<file path="config.mk">
export PLATFORM = sky130hd
export DESIGN_NAME = stream_skip_past_pattern_flat
export DESIGN_NICKNAME = d
export VERILOG_FILES = /design/src/hdl/ssp_pkg.sv /design/src/hdl/ssp_stream_if.sv /design/src/hdl/stream_skip_past_pattern.sv /design/src/flat_wrapper.sv
export VERILOG_INCLUDE_DIRS = /design/src /design/src/hdl
export SDC_FILE = /design/constraint.sdc
export NUM_CORES = 2
export LEC_CHECK = 0
export ABC_AREA = 1
export BUFFER_PORTS_ARGS = -buffer_cell sky130_fd_sc_hd__buf_2
export CAP_MARGIN = 0
export CELL_PAD_IN_SITES_DETAIL_PLACEMENT = 1
export CELL_PAD_IN_SITES_GLOBAL_PLACEMENT = 2
export CORE_MARGIN = 2
export CORE_UTILIZATION = 25
export CTS_CLUSTER_DIAMETER = 40
export CTS_CLUSTER_SIZE = 14
export DETAILED_ROUTE_END_ITERATION = 7
export PLACE_DENSITY = 0.69
export SYNTH_ARGS = -nofsm -noshare
export SYNTH_HDL_FRONTEND = slang
export SYNTH_SLANG_ARGS = --single-unit
</file>
<file path="constraint.sdc">
create_clock -name clk -period 6.98 [get_ports clk]
set_input_delay 0.349 -clock clk [delete_from_list [all_inputs] [get_ports clk]]
set_output_delay 0.349 -clock clk [all_outputs]
set_load 0.02 [all_outputs]
</file>
<file path="src/hdl/stream_skip_past_pattern_macros.svh">
// ---------------------------------------------------------------------------
// stream_skip_past_pattern assertion macros
// Shared concurrent assertion forms, clocked on clk, disabled during reset.
// ---------------------------------------------------------------------------
`ifndef STREAM_SKIP_PAST_PATTERN_MACROS_SVH
`define STREAM_SKIP_PAST_PATTERN_MACROS_SVH

// same-cycle implication
`define SSP_ASSERT_IMP(label, ante, cons) \
	label: assert property (@(posedge clk) disable iff (!arst_n) (ante) |-> (cons)) \
		else $error("ssp: same-cycle check failed");

// next-cycle implication
`define SSP_ASSERT_NXT(label, ante, cons) \
	label: assert property (@(posedge clk) disable iff (!arst_n) (ante) |=> (cons)) \
		else $error("ssp: next-cycle check failed");

`endif

</file>
<file path="src/hdl/ssp_pkg.sv">
// ---------------------------------------------------------------------------
// ssp_pkg
// Constants and types shared by the skip-past-pattern stream filter.
// ---------------------------------------------------------------------------
`default_nettype none

package ssp_pkg;

	localparam int MAX_PATTERN   = 32;
	localparam int BYTE_W        = 8;
	localparam int WORD_W        = 64;
	localparam int PATTERN_WORDS = 4;
	localparam int CNT_W         = $clog2(MAX_PATTERN + 1);
	localparam int CFG_IDX_W     = 3;

	localparam logic [CNT_W-1:0] CNT_MAX = CNT_W'(MAX_PATTERN);

	// configuration register indexes
	typedef enum logic [CFG_IDX_W-1:0] {
		REG_PATTERN_LENGTH = 3'd0,
		REG_PATTERN_WORD_0 = 3'd1,
		REG_PATTERN_WORD_1 = 3'd2,
		REG_PATTERN_WORD_2 = 3'd3,
		REG_PATTERN_WORD_3 = 3'd4
	} cfg_reg_t;

	typedef logic [BYTE_W-1:0] byte_t;

endpackage

`default_nettype wire

</file>
<file path="src/hdl/ssp_stream_if.sv">
// ---------------------------------------------------------------------------
// ssp stream interfaces
// Valid/ready byte channels for the input and the result side.
// ---------------------------------------------------------------------------
`default_nettype none

interface ssp_in_if;
	logic           valid;
	logic           ready;
	ssp_pkg::byte_t in_byte;

	modport source (output valid, output in_byte, input ready);
	modport sink   (input valid, input in_byte, output ready);
endinterface

interface ssp_out_if;
	logic           valid;
	logic           ready;
	ssp_pkg::byte_t out_byte;

	modport source (output valid, output out_byte, input ready);
	modport sink   (input valid, input out_byte, output ready);
endinterface

`default_nettype wire

</file>
<file path="src/hdl/stream_skip_past_pattern.sv">
// ---------------------------------------------------------------------------
// stream_skip_past_pattern
// Drops stream bytes up to and including the end of the first occurrence of
// a configured pattern, then passes every later byte through unchanged.
// ---------------------------------------------------------------------------
//
//  channel   | role   | payload        | notes
//  ----------+--------+----------------+-------------------------------------
//  in_s      | sink   | in_byte  [7:0] | one raw byte per transaction
//  out_s     | source | out_byte [7:0] | bytes after the match only
//  cfg_*     | write  | cfg_wdata[63:0]| length and four pattern words
//
//  Throughput is one byte per clock while results are not stalled; an input
//  byte goes through the input register, then the result register.
//  The match is a 32-byte parallel compare of the shifted window against a
//  pre-aligned copy of the pattern, all within the input-to-result stage.
//  Reset clears control state and the window; no clearing pass is needed.
//  A stalled result holds its register; input is still taken while the
//  pattern is not yet found, since those bytes produce no result.
//
`default_nettype none

`include "stream_skip_past_pattern_macros.svh"

module stream_skip_past_pattern (
	input  wire logic                           clk,
	input  wire logic                           arst_n,
	input  wire logic                           cfg_we,
	input  wire logic [ssp_pkg::CFG_IDX_W-1:0]  cfg_index,
	input  wire logic [ssp_pkg::WORD_W-1:0]     cfg_wdata,
	ssp_in_if.sink                              in_s,
	ssp_out_if.source                           out_s
);

	localparam int MP = ssp_pkg::MAX_PATTERN;
	localparam int CW = ssp_pkg::CNT_W;

	// configuration registers
	logic [CW-1:0]                                     len_cfg_q;
	logic [ssp_pkg::PATTERN_WORDS-1:0][ssp_pkg::WORD_W-1:0] pat_word_q;

	// derived pattern view, realigned every cycle
	logic [CW-1:0]                       len_eff_d, len_eff_q;
	logic [MP-1:0][ssp_pkg::BYTE_W-1:0]  pat_bytes;
	logic [MP-1:0][ssp_pkg::BYTE_W-1:0]  align_d, align_q;
	logic [MP-1:0]                       mask_d, mask_q;

	// search state
	logic [MP-1:0][ssp_pkg::BYTE_W-1:0]  window_q, window_next;
	logic [CW-1:0]                       bytes_seen_q, seen_next;
	logic                                found_q;
	logic [MP-1:0]                       byte_ok;
	logic                                match;

	// input stage and result register
	logic            s1_valid_q;
	ssp_pkg::byte_t  byte_s1;
	logic            s1_advance;
	logic            s1_fire;
	logic            out_valid_q;
	ssp_pkg::byte_t  out_byte_q;

	// configuration write decode
	always_ff @(posedge clk or negedge arst_n) begin
		if (!arst_n) begin
			len_cfg_q  <= CW'(1);
			pat_word_q <= '0;
		end else if (cfg_we) begin
			unique case (cfg_index)
				ssp_pkg::REG_PATTERN_LENGTH: len_cfg_q     <= cfg_wdata[CW-1:0];
				ssp_pkg::REG_PATTERN_WORD_0: pat_word_q[0] <= cfg_wdata;
				ssp_pkg::REG_PATTERN_WORD_1: pat_word_q[1] <= cfg_wdata;
				ssp_pkg::REG_PATTERN_WORD_2: pat_word_q[2] <= cfg_wdata;
				ssp_pkg::REG_PATTERN_WORD_3: pat_word_q[3] <= cfg_wdata;
				default: ;
			endcase
		end
	end

	// clamp length to 1..MAX_PATTERN
	always_comb begin
		if (len_cfg_q == '0) begin
			len_eff_d = CW'(1);
		end else if (len_cfg_q > ssp_pkg::CNT_MAX) begin
			len_eff_d = ssp_pkg::CNT_MAX;
		end else begin
			len_eff_d = len_cfg_q;
		end
	end

	assign pat_bytes = pat_word_q;

	// reverse the pattern so window slot i faces pattern byte len-1-i
	always_comb begin
		logic [CW-1:0] pidx;
		for (int i = 0; i < MP; i++) begin
			pidx       = len_eff_d - CW'(1) - CW'(i);
			mask_d[i]  = CW'(i) < len_eff_d;
			align_d[i] = pat_bytes[pidx[CW-2:0]];
		end
	end

	always_ff @(posedge clk or negedge arst_n) begin
		if (!arst_n) begin
			len_eff_q <= CW'(1);
			align_q   <= '0;
			mask_q    <= MP'(1);
		end else begin
			len_eff_q <= len_eff_d;
			align_q   <= align_d;
			mask_q    <= mask_d;
		end
	end

	// handshake: results only block the pipe once the pattern is found
	assign s1_advance = !found_q || !out_valid_q || out_s.ready;
	assign s1_fire    = s1_valid_q && s1_advance;
	assign in_s.ready = !s1_valid_q || s1_advance;

	always_ff @(posedge clk or negedge arst_n) begin
		if (!arst_n) begin
			s1_valid_q <= 1'b0;
		end else if (in_s.ready) begin
			s1_valid_q <= in_s.valid;
		end
	end

	always_ff @(posedge clk) begin
		if (in_s.ready && in_s.valid) begin
			byte_s1 <= in_s.in_byte;
		end
	end

	// shifted window, saturating count and tail compare
	always_comb begin
		window_next = {window_q[MP-2:0], byte_s1};
		seen_next   = (bytes_seen_q == ssp_pkg::CNT_MAX) ? bytes_seen_q
		                                                 : bytes_seen_q + CW'(1);
		for (int i = 0; i < MP; i++) begin
			byte_ok[i] = !mask_q[i] || (window_next[i] == align_q[i]);
		end
		match = (&byte_ok) && (seen_next >= len_eff_q);
	end

	// search state update
	always_ff @(posedge clk or negedge arst_n) begin
		if (!arst_n) begin
			window_q     <= '0;
			bytes_seen_q <= '0;
			found_q      <= 1'b0;
		end else if (s1_fire && !found_q) begin
			window_q     <= window_next;
			bytes_seen_q <= seen_next;
			found_q      <= match;
		end
	end

	// result register
	always_ff @(posedge clk or negedge arst_n) begin
		if (!arst_n) begin
			out_valid_q <= 1'b0;
		end else if (s1_fire && found_q) begin
			out_valid_q <= 1'b1;
		end else if (out_s.ready) begin
			out_valid_q <= 1'b0;
		end
	end

	always_ff @(posedge clk) begin
		if (s1_fire && found_q) begin
			out_byte_q <= byte_s1;
		end
	end

	assign out_s.valid    = out_valid_q;
	assign out_s.out_byte = out_byte_q;

	// checks
	`SSP_ASSERT_NXT(a_found_sticky, found_q, found_q)
	`SSP_ASSERT_IMP(a_out_after_found, out_valid_q, found_q)
	`SSP_ASSERT_NXT(a_window_frozen, found_q, $stable(window_q) && $stable(bytes_seen_q))
	`SSP_ASSERT_NXT(a_count_steps,
		s1_fire && !found_q && (bytes_seen_q != ssp_pkg::CNT_MAX),
		bytes_seen_q == $past(bytes_seen_q) + CW'(1))
	`SSP_ASSERT_IMP(a_stall_holds, out_valid_q && !out_s.ready && s1_valid_q && found_q,
		!in_s.ready)

endmodule

`default_nettype wire

</file>
<file path="src/flat_wrapper.sv">
// flat-port wrapper written by rule: the top's interface ports become plain ports
module stream_skip_past_pattern_flat 
  (clk, arst_n, cfg_we, cfg_index, cfg_wdata, in_s_valid, in_s_in_byte, in_s_ready, out_s_valid, out_s_out_byte, out_s_ready);
  ssp_in_if in_s_i ();
  ssp_out_if out_s_i ();
  input  wire logic clk;
  input  wire logic arst_n;
  input  wire logic cfg_we;
  input  wire logic [ssp_pkg::CFG_IDX_W-1:0] cfg_index;
  input  wire logic [ssp_pkg::WORD_W-1:0] cfg_wdata;
  input wire logic [$bits(in_s_i.valid)-1:0] in_s_valid;
  input wire logic [$bits(in_s_i.in_byte)-1:0] in_s_in_byte;
  output wire logic [$bits(in_s_i.ready)-1:0] in_s_ready;
  output wire logic [$bits(out_s_i.valid)-1:0] out_s_valid;
  output wire logic [$bits(out_s_i.out_byte)-1:0] out_s_out_byte;
  input wire logic [$bits(out_s_i.ready)-1:0] out_s_ready;
  assign in_s_i.valid = in_s_valid;
  assign in_s_i.in_byte = in_s_in_byte;
  assign in_s_ready = in_s_i.ready;
  assign out_s_valid = out_s_i.valid;
  assign out_s_out_byte = out_s_i.out_byte;
  assign out_s_i.ready = out_s_ready;
  stream_skip_past_pattern u_core (.clk(clk), .arst_n(arst_n), .cfg_we(cfg_we), .cfg_index(cfg_index), .cfg_wdata(cfg_wdata), .in_s(in_s_i), .out_s(out_s_i));
endmodule
</file>
Word-level counts from Yosys, hierarchy flattened
Cells that the tools add are included.
{ "totals": {"reg_bits": 829, "elab_cells": 365} }
{ "op_classes": {"add_sub_neg": 33, "n_lt_le_gt_ge": 66, "eq_ne": 37, "muxes": 69, "reduce_logical": 84} }
{ "op_table": {"columns": ["operator", "count"], "rows": [
  ["binary-select mux 8 bit (select 5 bit)", 32],
  ["== test 8 bit", 32],
  ["two-way mux 8 bit", 32],
  ["less-than comparator 5 x 6 -> 1 bit, second input constant", 32],
  ["less-than comparator 5 x 6 -> 1 bit, first input constant", 16],
  ["subtractor 5 bit, second input constant", 16],
  ["less-than comparator 4 x 6 -> 1 bit, first input constant", 8],
  ["subtractor 5 x 4 -> 5 bit, second input constant", 8],
  ["logical NOT 1 bit", 35],
  ["logical OR 1 bit", 35],
  ["AND reduction 32 bit", 1],
  ["less-than comparator 3 x 6 -> 1 bit, first input constant", 4],
  ["subtractor 5 x 3 -> 5 bit, second input constant", 4],
  ["two-way mux 6 bit", 3],
  ["less-than comparator 1 x 6 -> 1 bit, first input constant", 2],
  ["less-than comparator 2 x 6 -> 1 bit, first input constant", 2],
  ["AND reduction 2 bit", 5],
  ["subtractor 5 x 1 -> 5 bit, second input constant", 2],
  ["subtractor 5 x 2 -> 5 bit, second input constant", 2],
  ["adder 6 x 1 -> 6 bit, second input constant", 1],
  ["== test 3 x 2 -> 1 bit, second input constant", 2],
  ["== test 6 bit, second input constant", 1],
  ["greater-or-equal comparator 6 bit", 1],
  ["> comparator 6 bit, second input constant", 1],
  ["7 further kinds", 12]
]} }

Longest topological paths before layout
{ "depth": {"word_depth": 7, "mapped_depth": 21, "mapped_depth_nobuf": 14} }

Worst setup path after synthesis
OpenSTA, ideal clock, no wires.
{ "synth_timing": {"path_type": "register -> register", "from": "register u_core.len_cfg_q[5]", "to": "register u_core.align_q[220] (netlist bit)", "arrival_ns": 3.488, "setup_slack_ns": 3.426, "path_stages_with_launch": 21, "synth_period_minus_slack_ns": 3.554, "cell_sequence": "dfrtp_1 clkbuf_2 inv_2 nand4_1 nand2_1 buf_2 clkbuf_1 clkbuf_1 ha_1 inv_1 clkbuf_1 nand2_1 nand2_1 clkbuf_1 clkbuf_1 nand2_1 nand2_1 nand2_1 nand3_1 nand3_1 nand2_1"} }
{ "synth_rtl": {"columns": ["item", "line_no", "source"], "rows": [
  ["start, declared", "stream_skip_past_pattern.sv:39", "logic [CW-1:0] len_cfg_q;"],
  ["start signal, assigned", "stream_skip_past_pattern.sv:70", "ssp_pkg::REG_PATTERN_LENGTH: len_cfg_q <= cfg_wdata[CW-1:0];"],
  ["end signal, assigned", "stream_skip_past_pattern.sv:110", "align_q <= align_d;"],
  ["end, declared", "stream_skip_past_pattern.sv:45", "logic [MP-1:0][ssp_pkg::BYTE_W-1:0] align_d, align_q;"]
]} }

==> flow_summary.json <==
{
  "cts.htree.levels": 4,
  "die_h_um": 437,
  "overflow": 0,
  "ys_ff_latch": 828,
  "fin_ws_ns": 2.43,
  "skew_ns": 0.0346,
  "vias": 46400,
  "post_cts.repair.setup_buffers": 0,
  "drt-initial-drc-count": 4163,
  "status": "completed",
  "rsz0062_at_grt": "false",
  "syn-num-nets": 6741,
  "track_usage_pct": 23.4,
  "max-vdd-ir-drop_uv": 337,
  "clk_latency_ns": 0.84,
  "die_w_um": 437,
  "grt_pass1_vias": 45800,
  "hp-class": "in -> reg",
  "root_buffer": "clkbuf_16",
  "cts_buffers": 171,
  "ys.warnings.count": 0,
  "drv_cap": 0,
  "synth.avg_cell_area_um2": 7.03,
  "ys_seq_area_share_pct": 44.5,
  "synth_cell_type_count": 33,
  "clock_sinks": 828,
  "period_minus_slack_ns": 4.55,
  "routed_wl_mm": 225,
  "io_pins": 90,
  "synth_top_area_share_pct": 43.3,
  "hold_viol": 0,
  "start_util_pct": 25.2,
  "rows": 158,
  "worstPathMaxFanout": 85,
  "netlist_area_um2": 46800,
  "synth-async-reset-ratio_pct": 98.1,
  "cp-start-kind": "flip-flop",
  "end_kind": "flip-flop",
  "crit_type": "reg -> reg",
  "drc_errors": 0,
  "vias_per_cell": 4.99,
  "p_per_area_nw_per_um2": 563,
  "drive_gt1_share_pct": 7.95,
  "synth_cells": 6652,
  "synth_most_common_cell": "nand2_1",
  "core_um2": 186000,
  "finalSetupViolations": 0,
  "dp_hpwl_mm": 172,
  "slew_violations": 0,
  "synth_top_area_cell": "dfrtp_1",
  "synth_commonest_cells": "2,915 x nand2_1, 1,210 x nand3_1, 809 x dfrtp_1",
  "dieArea_um2": 191000,
  "finalSetupTns_ns": 0,
  "grt_max_degree": 239,
  "routabilityCongestion": 0.928,
  "cts_buffer_depth": 3,
  "grt_pass1_wl_mm": 326,
  "synthFlopType": "dfrtp_1",
  "port_buffers": 89,
  "worst_slew_pin_slew_ns": 1.35,
  "place_ws_ns": 2.51,
  "antenna_left": 0,
  "relSlewSlack_pct": 9.58,
  "grt_antenna_before_repair": 23,
  "wl_per_cell_um": 24.2,
  "cts_tree": "done",
  "synthTopCellsByArea": "dfrtp_1 43%, nand2_1 23%, nand3_1 13%",
  "nNetsFinal": 6756,
  "crit_arrival_ns": 5.30,
  "syn_to_final_growth_pct": 20.7,
  "leakagePower_nw": 27.5,
  "synth_edf_count": 16,
  "min_period_over_period_pct": 65.2,
  "worst_ep_required_time_ns": 7.73,
  "first_pass_iters": 6,
  "clk_pin_slew_ns": 0.05,
  "max_freq_ghz": 0.220
}
==> placed cells by master (no fill, tap or decap), types with 26 or more instances in the layout <==
cell type	Yosys	routed
o21ai_0	486	486
o211ai_1	112	112
nand2_1	2915	2909
dfrtp_1	809	809
or2_2	26	26
nor2_1	103	101
inv_1	308	306
buf_4	2	59
dlygate4sd3_1	0	60
xnor2_1	209	208
nand3_1	1210	1206
buf_2	89	88
clkbuf_16	0	171
==> registers in the layout, indices dropped and copies added, names as in the netlist <==
signal / count
u_core.bytes_seen_q: 6
u_core.out_s.valid: 1
u_core.s1_valid_q: 1
u_core.len_eff_q: 6
u_core.found_q: 1
u_core.len_cfg_q: 6
u_core.window_next: 248
u_core.out_s.out_byte: 8
u_core.byte_s1: 8
u_core.pat_bytes: 256
u_core.align_q: 256
u_core.mask_q: 31
==> metrics by stage <==
| stage | hold WS (ns) | std cells | total power [mW] | util (%) | area (um^2) |
|---|---|---|---|---|---|
| 3_3_place_gp | 0.462 | 8914 | 22.4 | 26.7 | 49600 |
| 2_1_floorplan | 0.0534 | 6652 | 16.3 | - | 46800 |
| 6_report | 0.0247 | 9303 | 31.8 | 30.4 | 56500 |
| 5_1_grt | 0.0152 | 9296 | 33.6 | 30.4 | 56400 |
| 3_5_place_dp | 0.475 | 8914 | 22.7 | 26.7 | 49600 |
| 4_1_cts | 0.00784 | 9294 | 31.7 | 30.4 | 56400 |
==> where the power goes <==
part	internal (mW)	switching, mW
sequential	6.33	1.51
combinational	4.01	11.1
clock	5.64	3.19
total	16.0	15.8
==> routing by layer <==
layer  wire length [um]  track usage (%)  share of wire [%]  vias up
li1                   -                -                  -    21600
met1             107000             33.8                 48    23200
met2              95500             34.8                 42     1302
met3              16100             5.04                7.2      264
met4               6340             6.52                2.8       10
met5                 58                0              0.026        -
==> path summary, 6_finish.rpt <==
path	startpoint	endpoint	slack, ns	depth (start not counted)
worst min register to register	u_core.pat_bytes[183]	u_core.pat_bytes[183]	0.48	2
worst max register to register	u_core.len_cfg_q[5]	u_core.align_q[62]	2.43	15
min in group asynchronous	arst_n	u_core.window_next[247]	0.19	2
max in group asynchronous	arst_n	u_core.pat_bytes[224]	4.84	4
worst min-delay path	cfg_wdata[1]	u_core.pat_bytes[193]	0.02	3
worst max-delay path	u_core.len_cfg_q[5]	u_core.align_q[62]	2.43	15
==> cells by family (layout without fill, tap and decap cells) <==
| logic type | count (synthesis) | after routing | synth area share [%] |
|---|---|---|---|
| AND/OR/NAND/NOR | 4269 | 4269 | 37.7 |
| adder cells (fa/ha/maj) | 9 | 9 | 0.241 |
| other | 1 | 10 | 0.00802 |
| flip-flops | 828 | 828 | 44.5 |
| buffers and inverters | 693 | 855 | 5.82 |
| AO/OA/AOI/OAI | 615 | 615 | 7.22 |
| XOR/XNOR | 237 | 237 | 4.50 |
==> cell type report <==
class / count / area [um^2]
fill: 22600 / 129000
multi-input combinational: 5131 / 23400
sequential: 828 / 20800
clock buffer: 192 / 4500
tap: 2480 / 3100
clock inverter: 128 / 1720
timing repair buffer: 218 / 1700
inverter: 317 / 1200
antenna: 9 / 22.5
==> critical path, cell delays in order (launching register included) <==
cell and delay (ns):
dfrtp_1 0.51, inv_2 0.12, nand4_1 0.22, nand2_4 0.44
ha_4 0.52, clkinv_2 0.09, nor2_1 0.32, inv_1 0.16
nand2_4 0.66, buf_4 0.53, nand2_1 0.13, nand3_1 0.12
nand2_1 0.22, nand2_1 0.15, nand3_1 0.09, nand2_1 0.12
==> timing repair <==
action | CTS | global route
hold buffers | 60 | 0
gates resized for setup | 0 | 0
hold endpoints to repair | 302 | 0
No activity file was read; power rests on OpenSTA's default activity.
